$ cat src/hdl/assert_macros.svh
// assertion helpers shared by the rtl files
`ifndef ASSERT_MACROS_SVH
`define ASSERT_MACROS_SVH

`ifndef ASSERT_OFF

// property checked on every rising edge, muted while reset is applied
`define OWBM_ASSERT(lbl, clk, rst_n, prop, msg) \
  lbl: assert property (@(posedge clk) disable iff (!rst_n) (prop)) else $error(msg);

// property checked on every rising edge, reset included
`define OWBM_ASSERT_ALWAYS(lbl, clk, prop, msg) \
  lbl: assert property (@(posedge clk) (prop)) else $error(msg);

`else

`define OWBM_ASSERT(lbl, clk, rst_n, prop, msg)
`define OWBM_ASSERT_ALWAYS(lbl, clk, prop, msg)

`endif

`endif

$ cat src/hdl/owbm_pkg.sv
// ----------------------------------------------------------------------------
// owbm_pkg
// Types, command codes, register indexes and reset values of the bus master.
// ----------------------------------------------------------------------------
`default_nettype none

package owbm_pkg;

  // command codes
  localparam logic [2:0] CMD_NONE       = 3'd0;
  localparam logic [2:0] CMD_RESET      = 3'd1;
  localparam logic [2:0] CMD_WRITE_BYTE = 3'd2;
  localparam logic [2:0] CMD_READ_BYTE  = 3'd3;
  localparam logic [2:0] CMD_READ_BIT   = 3'd4;

  // configuration register indexes
  localparam logic [2:0] REG_RESET_LOW     = 3'd0;
  localparam logic [2:0] REG_PRESENCE_WAIT = 3'd1;
  localparam logic [2:0] REG_RESET_TAIL    = 3'd2;
  localparam logic [2:0] REG_SHORT_LOW     = 3'd3;
  localparam logic [2:0] REG_SLOT          = 3'd4;
  localparam logic [2:0] REG_SAMPLE_DELAY  = 3'd5;
  localparam logic [2:0] REG_RECOVERY      = 3'd6;
  localparam logic [2:0] REG_BYTE_GAP      = 3'd7;

  // reset values
  localparam logic [15:0] RESET_LOW_DEF     = 16'd2500;
  localparam logic [15:0] PRESENCE_WAIT_DEF = 16'd300;
  localparam logic [15:0] RESET_TAIL_DEF    = 16'd2500;
  localparam logic [15:0] SHORT_LOW_DEF     = 16'd50;
  localparam logic [15:0] SLOT_DEF          = 16'd350;
  localparam logic [15:0] SAMPLE_DELAY_DEF  = 16'd5;
  localparam logic [15:0] RECOVERY_DEF      = 16'd50;
  localparam logic [15:0] BYTE_GAP_DEF      = 16'd500;

  typedef struct packed {
    logic [2:0] command;
    logic [7:0] write_byte;
    logic       line_level;
  } in_item_t;

  typedef struct packed {
    logic       pull_low;
    logic       busy_res;
    logic       done_res;
    logic       presence;
    logic [7:0] read_data;
    logic       read_bit;
  } out_item_t;

  typedef struct packed {
    logic [15:0] reset_low_ticks;
    logic [15:0] presence_wait_ticks;
    logic [15:0] reset_tail_ticks;
    logic [15:0] short_low_ticks;
    logic [15:0] slot_ticks;
    logic [15:0] sample_delay_ticks;
    logic [15:0] recovery_ticks;
    logic [15:0] byte_gap_ticks;
  } cfg_t;

  typedef enum logic [10:0] {
    PH_IDLE     = 11'b000_0000_0001,
    PH_RST_LOW  = 11'b000_0000_0010,
    PH_RST_WAIT = 11'b000_0000_0100,
    PH_RST_TAIL = 11'b000_0000_1000,
    PH_W_LOW    = 11'b000_0001_0000,
    PH_W_HIGH   = 11'b000_0010_0000,
    PH_W_REC    = 11'b000_0100_0000,
    PH_W_GAP    = 11'b000_1000_0000,
    PH_R_LOW    = 11'b001_0000_0000,
    PH_R_WAIT   = 11'b010_0000_0000,
    PH_R_REST   = 11'b100_0000_0000
  } phase_t;

endpackage

`default_nettype wire

$ cat src/hdl/owbm_seq.sv
// ----------------------------------------------------------------------------
// owbm_seq
// Slot sequencer: phase, tick counter, bit index and shift register, one tick
// per step, with the result of that tick presented combinationally.
// ----------------------------------------------------------------------------
`default_nettype none
`include "assert_macros.svh"

module owbm_seq (
  input  wire                   clk,
  input  wire                   rst_n,
  input  wire                   step,
  input  owbm_pkg::in_item_t    item,
  input  owbm_pkg::cfg_t        cfg,
  output owbm_pkg::out_item_t   res
);
  import owbm_pkg::*;

  phase_t      phase_r, phase_nxt;
  logic        readb_r, readb_nxt;
  logic [15:0] tick_r, tick_nxt;
  logic [2:0]  bit_r, bit_nxt;
  logic [7:0]  shift_r, shift_nxt;
  logic        presence_r, presence_nxt;
  logic        last_bit_r, last_bit_nxt;
  logic [7:0]  held_r, held_nxt;

  logic        start;
  phase_t      cur_phase;
  logic [15:0] cur_tick;
  logic        wbit;
  logic [15:0] len;
  logic [15:0] len_eff;
  logic        last_tick;
  logic        done;
  logic        high_skip;

  always_comb begin
    start = (phase_r == PH_IDLE) &&
            (item.command == CMD_RESET || item.command == CMD_WRITE_BYTE ||
             item.command == CMD_READ_BYTE || item.command == CMD_READ_BIT);

    cur_phase = phase_r;
    readb_nxt = readb_r;
    cur_tick  = tick_r;
    bit_nxt   = bit_r;
    shift_nxt = shift_r;
    if (start) begin
      readb_nxt = (item.command == CMD_READ_BYTE);
      cur_tick  = 16'd0;
      bit_nxt   = 3'd0;
      case (item.command)
        CMD_RESET: begin
          cur_phase = PH_RST_LOW;
        end
        CMD_WRITE_BYTE: begin
          cur_phase = PH_W_LOW;
          shift_nxt = item.write_byte;
        end
        default: begin
          cur_phase = PH_R_LOW;
          shift_nxt = 8'd0;
        end
      endcase
    end

    wbit      = shift_nxt[bit_nxt];
    high_skip = !wbit || (cfg.short_low_ticks >= cfg.slot_ticks);

    case (cur_phase)
      PH_RST_LOW:  len = cfg.reset_low_ticks;
      PH_RST_WAIT: len = cfg.presence_wait_ticks;
      PH_RST_TAIL: len = cfg.reset_tail_ticks;
      PH_W_LOW:    len = wbit ? cfg.short_low_ticks : cfg.slot_ticks;
      PH_W_HIGH:   len = cfg.slot_ticks - cfg.short_low_ticks;
      PH_W_REC:    len = cfg.recovery_ticks;
      PH_W_GAP:    len = cfg.byte_gap_ticks;
      PH_R_LOW:    len = cfg.short_low_ticks;
      PH_R_WAIT:   len = cfg.sample_delay_ticks;
      PH_R_REST:   len = cfg.slot_ticks;
      default:     len = 16'd1;
    endcase
    // optional phases are skipped on entry when zero; for any other a zero means one tick
    len_eff   = (len == 16'd0) ? 16'd1 : len;
    last_tick = (cur_tick >= (len_eff - 16'd1));

    // samples land on the first tick of the phase after a released wait
    presence_nxt = presence_r;
    last_bit_nxt = last_bit_r;
    if (cur_tick == 16'd0) begin
      if (cur_phase == PH_RST_TAIL) begin
        presence_nxt = !item.line_level;
      end else if (cur_phase == PH_R_REST) begin
        if (readb_nxt) begin
          shift_nxt[bit_nxt] = shift_nxt[bit_nxt] | item.line_level;
        end else begin
          last_bit_nxt = item.line_level;
        end
      end
    end

    phase_nxt = cur_phase;
    tick_nxt  = cur_tick + 16'd1;
    done      = 1'b0;
    held_nxt  = held_r;
    if (cur_phase != PH_IDLE && last_tick) begin
      tick_nxt = 16'd0;
      case (cur_phase)
        PH_RST_LOW: begin
          phase_nxt = (cfg.presence_wait_ticks != 16'd0) ? PH_RST_WAIT : PH_RST_TAIL;
        end
        PH_RST_WAIT: begin
          phase_nxt = PH_RST_TAIL;
        end
        PH_W_LOW, PH_W_HIGH, PH_W_REC: begin
          if (cur_phase == PH_W_LOW && !high_skip) begin
            phase_nxt = PH_W_HIGH;
          end else if (cur_phase != PH_W_REC && cfg.recovery_ticks != 16'd0) begin
            phase_nxt = PH_W_REC;
          end else if (bit_nxt == 3'd7) begin
            phase_nxt = (cfg.byte_gap_ticks != 16'd0) ? PH_W_GAP : PH_IDLE;
          end else begin
            phase_nxt = PH_W_LOW;
            bit_nxt   = bit_nxt + 3'd1;
          end
        end
        PH_R_LOW: begin
          phase_nxt = (cfg.sample_delay_ticks != 16'd0) ? PH_R_WAIT : PH_R_REST;
        end
        PH_R_WAIT: begin
          phase_nxt = PH_R_REST;
        end
        PH_R_REST: begin
          if (readb_nxt && bit_nxt != 3'd7) begin
            phase_nxt = PH_R_LOW;
            bit_nxt   = bit_nxt + 3'd1;
          end else begin
            phase_nxt = PH_IDLE;
          end
        end
        default: begin
          phase_nxt = PH_IDLE;
        end
      endcase
      done = (phase_nxt == PH_IDLE);
      if (done && readb_nxt) begin
        held_nxt = shift_nxt;
      end
    end else if (cur_phase == PH_IDLE) begin
      tick_nxt = tick_r;
    end

    res.pull_low  = (cur_phase == PH_RST_LOW) || (cur_phase == PH_W_LOW) ||
                    (cur_phase == PH_R_LOW);
    res.busy_res  = (cur_phase != PH_IDLE);
    res.done_res  = done;
    res.presence  = presence_nxt;
    res.read_data = held_nxt;
    res.read_bit  = last_bit_nxt;
  end

  always_ff @(posedge clk) begin
    if (!rst_n) begin
      phase_r    <= PH_IDLE;
      readb_r    <= 1'b0;
      tick_r     <= 16'd0;
      bit_r      <= 3'd0;
      shift_r    <= 8'd0;
      presence_r <= 1'b0;
      last_bit_r <= 1'b0;
      held_r     <= 8'd0;
    end else if (step) begin
      phase_r    <= phase_nxt;
      readb_r    <= readb_nxt;
      tick_r     <= tick_nxt;
      bit_r      <= bit_nxt;
      shift_r    <= shift_nxt;
      presence_r <= presence_nxt;
      last_bit_r <= last_bit_nxt;
      held_r     <= held_nxt;
    end
  end

  `OWBM_ASSERT(a_pull_needs_busy, clk, rst_n, res.pull_low |-> res.busy_res, "pull low while not busy")
  `OWBM_ASSERT(a_done_goes_idle, clk, rst_n, (step && res.done_res) |=> (phase_r == PH_IDLE), "done without return to idle")
  `OWBM_ASSERT(a_idle_tick_clear, clk, rst_n, (phase_r == PH_IDLE) |-> (tick_r == 16'd0), "tick counter not cleared in idle")

endmodule

`default_nettype wire

$ cat src/hdl/one_wire_bus_master.sv
// ----------------------------------------------------------------------------
// one_wire_bus_master
// Tick-driven bus master: reset/presence, write byte, read byte, read bit.
// ----------------------------------------------------------------------------
// Usage: every transfer on the input channel is one timing tick carrying an
// optional command and the sampled bus level; every tick gives exactly one
// transfer on the result channel with pull_low, busy, a done pulse and the
// held presence, read byte and read bit.
// A tick goes through the input register, the sequencer step (combinational)
// and the result register; throughput is one tick per clock while the
// receiver does not stall. Commands given while a sequence runs, and codes
// above read bit, are ignored. The configuration port takes a write in every
// cycle (ready is always high). Registers must be written only while no
// sequence runs and no tick is in flight; the block does not enforce this.
// Reset restores all slot timings to their defaults, returns the sequencer to
// idle and clears presence, read byte and read bit; no clearing pass. When the
// receiver stalls, the result register holds and the input register still
// takes one more tick before in_stall is raised.
// ----------------------------------------------------------------------------
`default_nettype none
`include "assert_macros.svh"

module one_wire_bus_master (
  input  wire                   clk,
  input  wire                   rst_n,
  input  wire                   in_valid,
  output logic                  in_stall,
  input  owbm_pkg::in_item_t    in_data,
  output logic                  out_valid,
  input  wire                   out_stall,
  output owbm_pkg::out_item_t   out_data,
  input  wire                   cfg_valid,
  output logic                  cfg_ready,
  input  wire  [2:0]            cfg_index,
  input  wire  [15:0]           cfg_data
);
  import owbm_pkg::*;

  cfg_t      cfg_r, cfg_nxt;
  logic      in_vld_r;
  in_item_t  in_item_r;
  logic      out_vld_r;
  out_item_t out_item_r;
  out_item_t seq_res;
  logic      proc_fire;
  logic      in_fire;

  assign cfg_ready = 1'b1;

  always_comb begin
    cfg_nxt = cfg_r;
    if (cfg_valid && cfg_ready) begin
      case (cfg_index)
        REG_RESET_LOW:     cfg_nxt.reset_low_ticks     = cfg_data;
        REG_PRESENCE_WAIT: cfg_nxt.presence_wait_ticks = cfg_data;
        REG_RESET_TAIL:    cfg_nxt.reset_tail_ticks    = cfg_data;
        REG_SHORT_LOW:     cfg_nxt.short_low_ticks     = cfg_data;
        REG_SLOT:          cfg_nxt.slot_ticks          = cfg_data;
        REG_SAMPLE_DELAY:  cfg_nxt.sample_delay_ticks  = cfg_data;
        REG_RECOVERY:      cfg_nxt.recovery_ticks      = cfg_data;
        REG_BYTE_GAP:      cfg_nxt.byte_gap_ticks      = cfg_data;
        default:           cfg_nxt = cfg_r;
      endcase
    end
  end

  always_ff @(posedge clk) begin
    if (!rst_n) begin
      cfg_r.reset_low_ticks     <= RESET_LOW_DEF;
      cfg_r.presence_wait_ticks <= PRESENCE_WAIT_DEF;
      cfg_r.reset_tail_ticks    <= RESET_TAIL_DEF;
      cfg_r.short_low_ticks     <= SHORT_LOW_DEF;
      cfg_r.slot_ticks          <= SLOT_DEF;
      cfg_r.sample_delay_ticks  <= SAMPLE_DELAY_DEF;
      cfg_r.recovery_ticks      <= RECOVERY_DEF;
      cfg_r.byte_gap_ticks      <= BYTE_GAP_DEF;
    end else begin
      cfg_r <= cfg_nxt;
    end
  end

  // a tick is processed when the result register is free or being drained
  assign proc_fire = in_vld_r && (!out_vld_r || !out_stall);
  assign in_stall  = in_vld_r && !proc_fire;
  assign in_fire   = in_valid && !in_stall;

  always_ff @(posedge clk) begin
    if (!rst_n) begin
      in_vld_r  <= 1'b0;
      out_vld_r <= 1'b0;
    end else begin
      if (in_fire) begin
        in_vld_r <= 1'b1;
      end else if (proc_fire) begin
        in_vld_r <= 1'b0;
      end
      if (proc_fire) begin
        out_vld_r <= 1'b1;
      end else if (!out_stall) begin
        out_vld_r <= 1'b0;
      end
    end
  end

  always_ff @(posedge clk) begin
    if (in_fire) begin
      in_item_r <= in_data;
    end
    if (proc_fire) begin
      out_item_r <= seq_res;
    end
  end

  owbm_seq u_seq (
    .clk   (clk),
    .rst_n (rst_n),
    .step  (proc_fire),
    .item  (in_item_r),
    .cfg   (cfg_r),
    .res   (seq_res)
  );

  assign out_valid = out_vld_r;
  assign out_data  = out_item_r;

  `OWBM_ASSERT(a_stall_needs_item, clk, rst_n, in_stall |-> in_vld_r, "input stalled with empty register")
  `OWBM_ASSERT(a_fire_fills_out, clk, rst_n, proc_fire |=> out_vld_r, "processed tick lost before output")
  `OWBM_ASSERT(a_held_item_kept, clk, rst_n, (in_vld_r && !proc_fire) |=> in_vld_r, "pending tick dropped")

endmodule

`default_nettype wire

$ cat config.mk
export PLATFORM = sky130hd
export DESIGN_NAME = one_wire_bus_master
export DESIGN_NICKNAME = d
export VERILOG_FILES = /design/src/hdl/owbm_pkg.sv /design/src/hdl/owbm_seq.sv /design/src/hdl/one_wire_bus_master.sv
export VERILOG_INCLUDE_DIRS = /design/src /design/src/hdl
export SDC_FILE = /design/constraint.sdc
export NUM_CORES = 1
export LEC_CHECK = 0
export ABC_AREA = 1
export BUFFER_PORTS_ARGS = -buffer_cell sky130_fd_sc_hd__buf_2
export CAP_MARGIN = 20
export CORE_MARGIN = 2
export CORE_UTILIZATION = 49
export DETAILED_ROUTE_END_ITERATION = 7
export PLACE_DENSITY = 0.68
export SLEW_MARGIN = 20
export SYNTH_ARGS = -nofsm -noshare
export SYNTH_HDL_FRONTEND = slang
export SYNTH_HIERARCHICAL = 1
export SYNTH_SLANG_ARGS = --single-unit
$ cat constraint.sdc
create_clock -name clk -period 7.95 [get_ports clk]
set_input_delay 1.1925 -clock clk [delete_from_list [all_inputs] [get_ports clk]]
set_output_delay 1.1925 -clock clk [all_outputs]
set_load 0.02 [all_outputs]
Word level (Yosys, flattened, before mapping)

Index checks and enable logic that the tools add are counted.
W data, S select, Z words.

Register bits: 204
Output and inout port bits: 16
Logic and storage cells: 157
Input bits: 36

Equal/unequal tests: 30
Bitwise operators: 1
Add/subtract/negate cells: 4
Multiplexer cells: 49
Reduce and logical (&&, ||, !) cells: 42
$lt $le $gt $ge: 4

Operators with widths:

| cell                    | count |
|---|---|
| $pmux W16 S10           | 1 |
| $mux W16                | 5 |
| $mux W11                | 7 |
| $pmux W11 S6            | 1 |
| $mux W8                 | 8 |
| $reduce_bool A16 Y1     | 4 |
| $eq A11 B1 Y1 const B   | 3 |
| $ge A16 B16 Y1          | 2 |
| $logic_not A16 Y1       | 2 |
| $eq A3 B3 Y1 const B    | 6 |
| $mux W3                 | 6 |
| $pmux W9 S2             | 1 |
| $reduce_and A2 Y1       | 9 |
| $add A16 B1 Y16 const B | 1 |
| $pmux W8 S2             | 1 |
| $sub A16 B1 Y16 const B | 1 |
| $sub A16 B16 Y16        | 1 |
| $mux W1                 | 13 |
| $eq A3 B2 Y1 const B    | 4 |
| $eq A11 B10 Y1 const B  | 1 |
| $eq A11 B11 Y1 const B  | 1 |
| $eq A11 B2 Y1 const B   | 1 |
| $eq A11 B3 Y1 const B   | 1 |
| $eq A11 B4 Y1 const B   | 1 |
| other kinds (26)        | 49 |

Depth between registers and ports, before layout

Depth in word-level cells: 20
Depth in mapped cells: 45
Mapped depth without buffers: 44

Cells and area by module

The synthesis kept the hierarchy.

Modules (own cells, without submodules):

| module              | times used | area an instance (um2) | seq. area each (um2) | cells an instance |
|---|---|---|---|---|
| owbm_seq            | 1          | 7300.8                 | 980.9                | 1288 |
| one_wire_bus_master | 1          | 5796.8                 | 3353.2               | 734 |

Worst setup path after synthesis

No wires, ideal clock.

Kind: reg-to-reg
From: register cfg_r[48] (netlist name)
To: register out_item_r (netlist bit out_data[8]) (data pin)
Path buffers: 0
Period minus slack after synthesis: 5.357 ns
Stages on the path, launching flop included: 36
Arrival time: 5.101 ns
Data required time: 7.694 ns
Slack: 2.593 ns
Library setup time: 0.256 ns
Cell sequence: dfxtp_1 -> inv_1 -> ha_1 -> fa_1 -> o21ai_0 -> a21oi_1 -> o21ai_0 -> nand2_1 -> nor3b_1 -> nor2_1 -> nand3_1 -> nor2_1 -> nand2_1 -> nor2_1 -> nand3_2 -> and2_1 -> ha_1 -> inv_1 -> nor2_4 -> nand2_2 -> nor2_4 -> xor2_1 -> ha_1 -> nand2_1 -> inv_1 -> a221oi_1 -> a21o_1 -> and3_1 -> inv_1 -> nand2_1 -> inv_1 -> nand2_1 -> nor2_4 -> or2_2 -> o21ai_1 -> inv_1

RTL lines:

| what                     | line                       | text |
|---|---|---|
| start: declaration       | one_wire_bus_master.sv:39  | `cfg_t cfg_r, cfg_nxt;` |
| start signal: assignment | one_wire_bus_master.sv:78  | `cfg_r <= cfg_nxt;` |
| end signal: assignment   | one_wire_bus_master.sv:110 | `out_item_r <= seq_res;` |
| end: declaration         | one_wire_bus_master.sv:43  | `out_item_t out_item_r;` |

==> results.yml <==
clocking:
  cts-root-buf: "clkbuf_16"
  cts_buffers: 24
  post_cts_resized: 0
  post_cts_buffers: 0
  clockBufferDepth: 3
  clk_latency_ns: 0.54
  cts_hold_buf: 0
  cts_tree: "yes"
  htreeDepth: 1
  cts.sinks: 204
  clk_pin_slew_ns: 0.06
floorplanning:
  core_um2: 26130
  placementRows: 59
  initial_utilization: 0.5012
  dieArea_um2: 28050
  dieHeight_um: 167.5
  die_x_um: 167.5
  ioPinCount: 52
setup_path:
  worstPathMaxFanout: 29
  critical_path_arrival_ns: 6.95
  critPathLaunchType: "flop"
  cpMostUsedCell: "inv_1"
  critPathBufInv: 9
  crit_family: "simple AND/OR/NAND/NOR gates"
  critical_path_required_ns: 8.23
  crit_path_end_kind: "flop"
  crit_type: "flop to flop"
  critPathMaxStageDelay_ns: 0.69
  cpMaxStageDelayCell: "nor2_1"
status:
  violations: "DRC"
  status: "complete, but fails checks"
synth:
  ys.flop_type: "dfxtp_1"
  synthArstFlopShare: 0
  synth_edf_count: 25
  synth_seq_cells: 204
  synth_cells: 2022
  syn-num-nets: 2097
  yosysSeqAreaShare: 0.3309
  synth.distinct_cells: 62
  syn_avg_cell_area_um2: 6.478
  synth_area_um2: 13100
  yosysWarnings: 6
timing:
  grt_setup_unrepaired: "no"
  max_freq_ghz: 0.1499
  tightest_slew_ns: 1.138
  finalCritPeriodShare: 0.8389
  fin_crit_ns: 6.669
  finalSetupViolCount: 0
  slew_violations: 0
  hold_violations: 0
  setup_slack_ns: 1.281
  relSlewSlack: 0.2404
  finalSetupTns_ns: 0
  fin_worst_skew_ns: 0.02017
  whs_ns: 0.4625
global_routing:
  grt_usage: 0.3210
  overflow: 0
  grt_pass1_wl_mm: 70.21
  antenna_found_initial: 0
  grt_pass1_vias: 12413
  grt_max_degree: 91
detailed_routing:
  route.detailed.drc: 2
  dr_total_vias: 13521
  routed_via_density: 5.657
  routed_wl_mm: 45.51
  dr.pass1.iters: 7
  wl_per_cell_um: 19.04
  antenna_left: 0
  drt_iter0_markers: 1433
placed_design:
  dp_hpwl_mm: 34.62
  place.gp.congestion: 1.083
  portBuffers: 50
  pre_cts_ws_ns: 1.341
final_layout:
  multiInputGateArea_um2: 7472
  drive_gt1_frac: 0.1007
  final_util: 0.5488
  diodes: 0
  final-seq-area_um2: 4334
  nets: 2114
  nFillCells: 2702
  area_delta_synth_final_pct: 9.505
flow_run:
  drv_cap: 0
pwr:
  p_leak_nw: 6.944
  ir_drop_v: 0.0001826
  power_density_nw_per_um2: 293.0
hold_path:
  min_path_type: "flop to flop"
Yosys cell counts (2+ instances only):
cell       number  area [um2]
xnor2_1         5       43.79
o21a_1          2       15.01
nor2_8          2       40.04
a21oi_1        75       375.4
a31oi_1         4       25.02
xor2_1         20       175.2
edfxtp_1       25       750.7
nand3b_1        2       15.01
o21ai_1        12       60.06
buf_6           5       56.30
nor2_1        339        1272
nand2_4         4       45.04
nor3_1         20       100.1
nor3b_1         2       15.01
o22ai_1         8       50.05
inv_2          15       56.30
ha_1           38       475.5
nand2_2        20       125.1
clkbuf_1       23       86.33
o2111ai_1       2       17.52
a21o_1          4       30.03
a22oi_1         3       22.52
a32oi_1         3       26.28
nor2_4         17       191.4
buf_1           3       11.26
nor4_1         16       100.1
nand2_1       487        1828
o21ai_2         4       35.03
inv_1         224       840.8
nor3_2          3       30.03
and3_1          3       18.77
dfxtp_1       179        3583
buf_4          12       90.09
nor2_2         16       100.1
nand3_2        11       110.1
nand4_1        48       300.3
nand3_1       244        1221
clkinv_1        2       7.510
o211ai_1        7       52.55
o21ai_0        59       295.3
o21bai_1        2       15.01
or2_2           5       31.28
buf_2          28       140.1
routing by layer:
| metal | global-route usage | routed length, um | vias to the layer above |
|---|---|---|---|
| met3 | 0.03829 | 3245 | 131 |
| met1 | 0.4182 | 18940 | 6193 |
| li1 | - | - | 6582 |
| met4 | 0.1580 | 2495 | 0 |
| met5 | 0 | 0 | - |
| met2 | 0.5295 | 20830 | 615 |
sequential cells by signal, summed over array words and instances (netlist names):
name              flops
in_vld_r              1
u_seq/shift_r         8
out_data             13
u_seq/phase_r        11
u_seq/last_bit_r      1
u_seq/held_r          8
u_seq/readb_r         1
u_seq/presence_r      1
cfg_r               128
out_valid             1
u_seq/bit_r           3
u_seq/tick_r         16
in_item_r            12
worst paths after layout:
check | start | endpoint | slack (ns) | cells past startpoint
hold / removal | u_seq/tick_r[1] | u_seq/tick_r[1] | 0.46 | 2
hold reg to reg | u_seq/tick_r[1] | u_seq/tick_r[1] | 0.46 | 2
setup reg to reg | in_item_r[11] | out_data[8] | 1.28 | 37
setup / recovery | in_item_r[11] | out_data[8] | 1.28 | 37
power by group:
group	switching [mW]	leakage, nW	internal [mW]
clock	0.462	0.413	0.725
sequential	0.0497	1.70	1.11
combinational	1.30	4.83	0.565
through the flow:
step / cells / total power [mW] / area, um2
floorplan: 2022 / 2.598 / 13100
global placement: 2347 / 2.995 / 13470
detailed placement: 2347 / 3.012 / 13470
CTS: 2389 / 4.198 / 14320
global route: 2390 / 4.474 / 14340
finish: 2390 / 4.203 / 14340
final cells by class:
type | count | area share
tap | 335 | 0.02922
clock inverter | 16 | 0.01562
multi-input combinational | 1505 | 0.5210
clock buffer | 26 | 0.04310
sequential | 204 | 0.3022
timing repair buffer | 63 | 0.02582
inverter | 241 | 0.06307
worst register-to-register path: cells and delay by family (launching register included):
| family | cells | cell delay [ns] |
|---|---|---|
| DFF | 1 | 0.42 |
| buffers and inverters | 9 | 1.38 |
| xor gates and xnor gates | 1 | 0.15 |
| adders and majority gates | 2 | 0.45 |
| and+or+nand+nor | 22 | 3.56 |
| AOI/OAI and AO/OA | 3 | 0.46 |
cells in the final DEF (no fill, tap or decap), types with 4 or more instances in the layout:
| master | count |
|---|---|
| a21o_1 | 4 |
| a21oi_1 | 75 |
| a31oi_1 | 4 |
| buf_2 | 49 |
| buf_4 | 13 |
| bufinv_16 | 5 |
| clkbuf_16 | 24 |
| clkinv_1 | 4 |
| clkinv_2 | 5 |
| dfxtp_1 | 179 |
| edfxtp_1 | 25 |
| ha_1 | 38 |
| inv_1 | 224 |
| inv_2 | 15 |
| nand2_1 | 487 |
| nand2_2 | 20 |
| nand2_4 | 4 |
| nand3_1 | 244 |
| nand3_2 | 11 |
| nand4_1 | 48 |
| nor2_1 | 338 |
| nor2_2 | 15 |
| nor2_4 | 19 |
| nor3_1 | 20 |
| nor4_1 | 16 |
| o211ai_1 | 7 |
| o21ai_0 | 59 |
| o21ai_1 | 12 |
| o21ai_2 | 4 |
| o22ai_1 | 8 |
| or2_2 | 5 |
| xnor2_1 | 5 |
| xor2_1 | 20 |
logic make-up after synthesis:
kind of cell,share of synthesized area
simple gates,0.4304
fa+ha+maj,0.03783
other cells,0.0002863
compound gates,0.08435
buf+inv,0.09954
flops,0.3309
xor+xnor,0.01672
(Power assumes the default switching activity.)
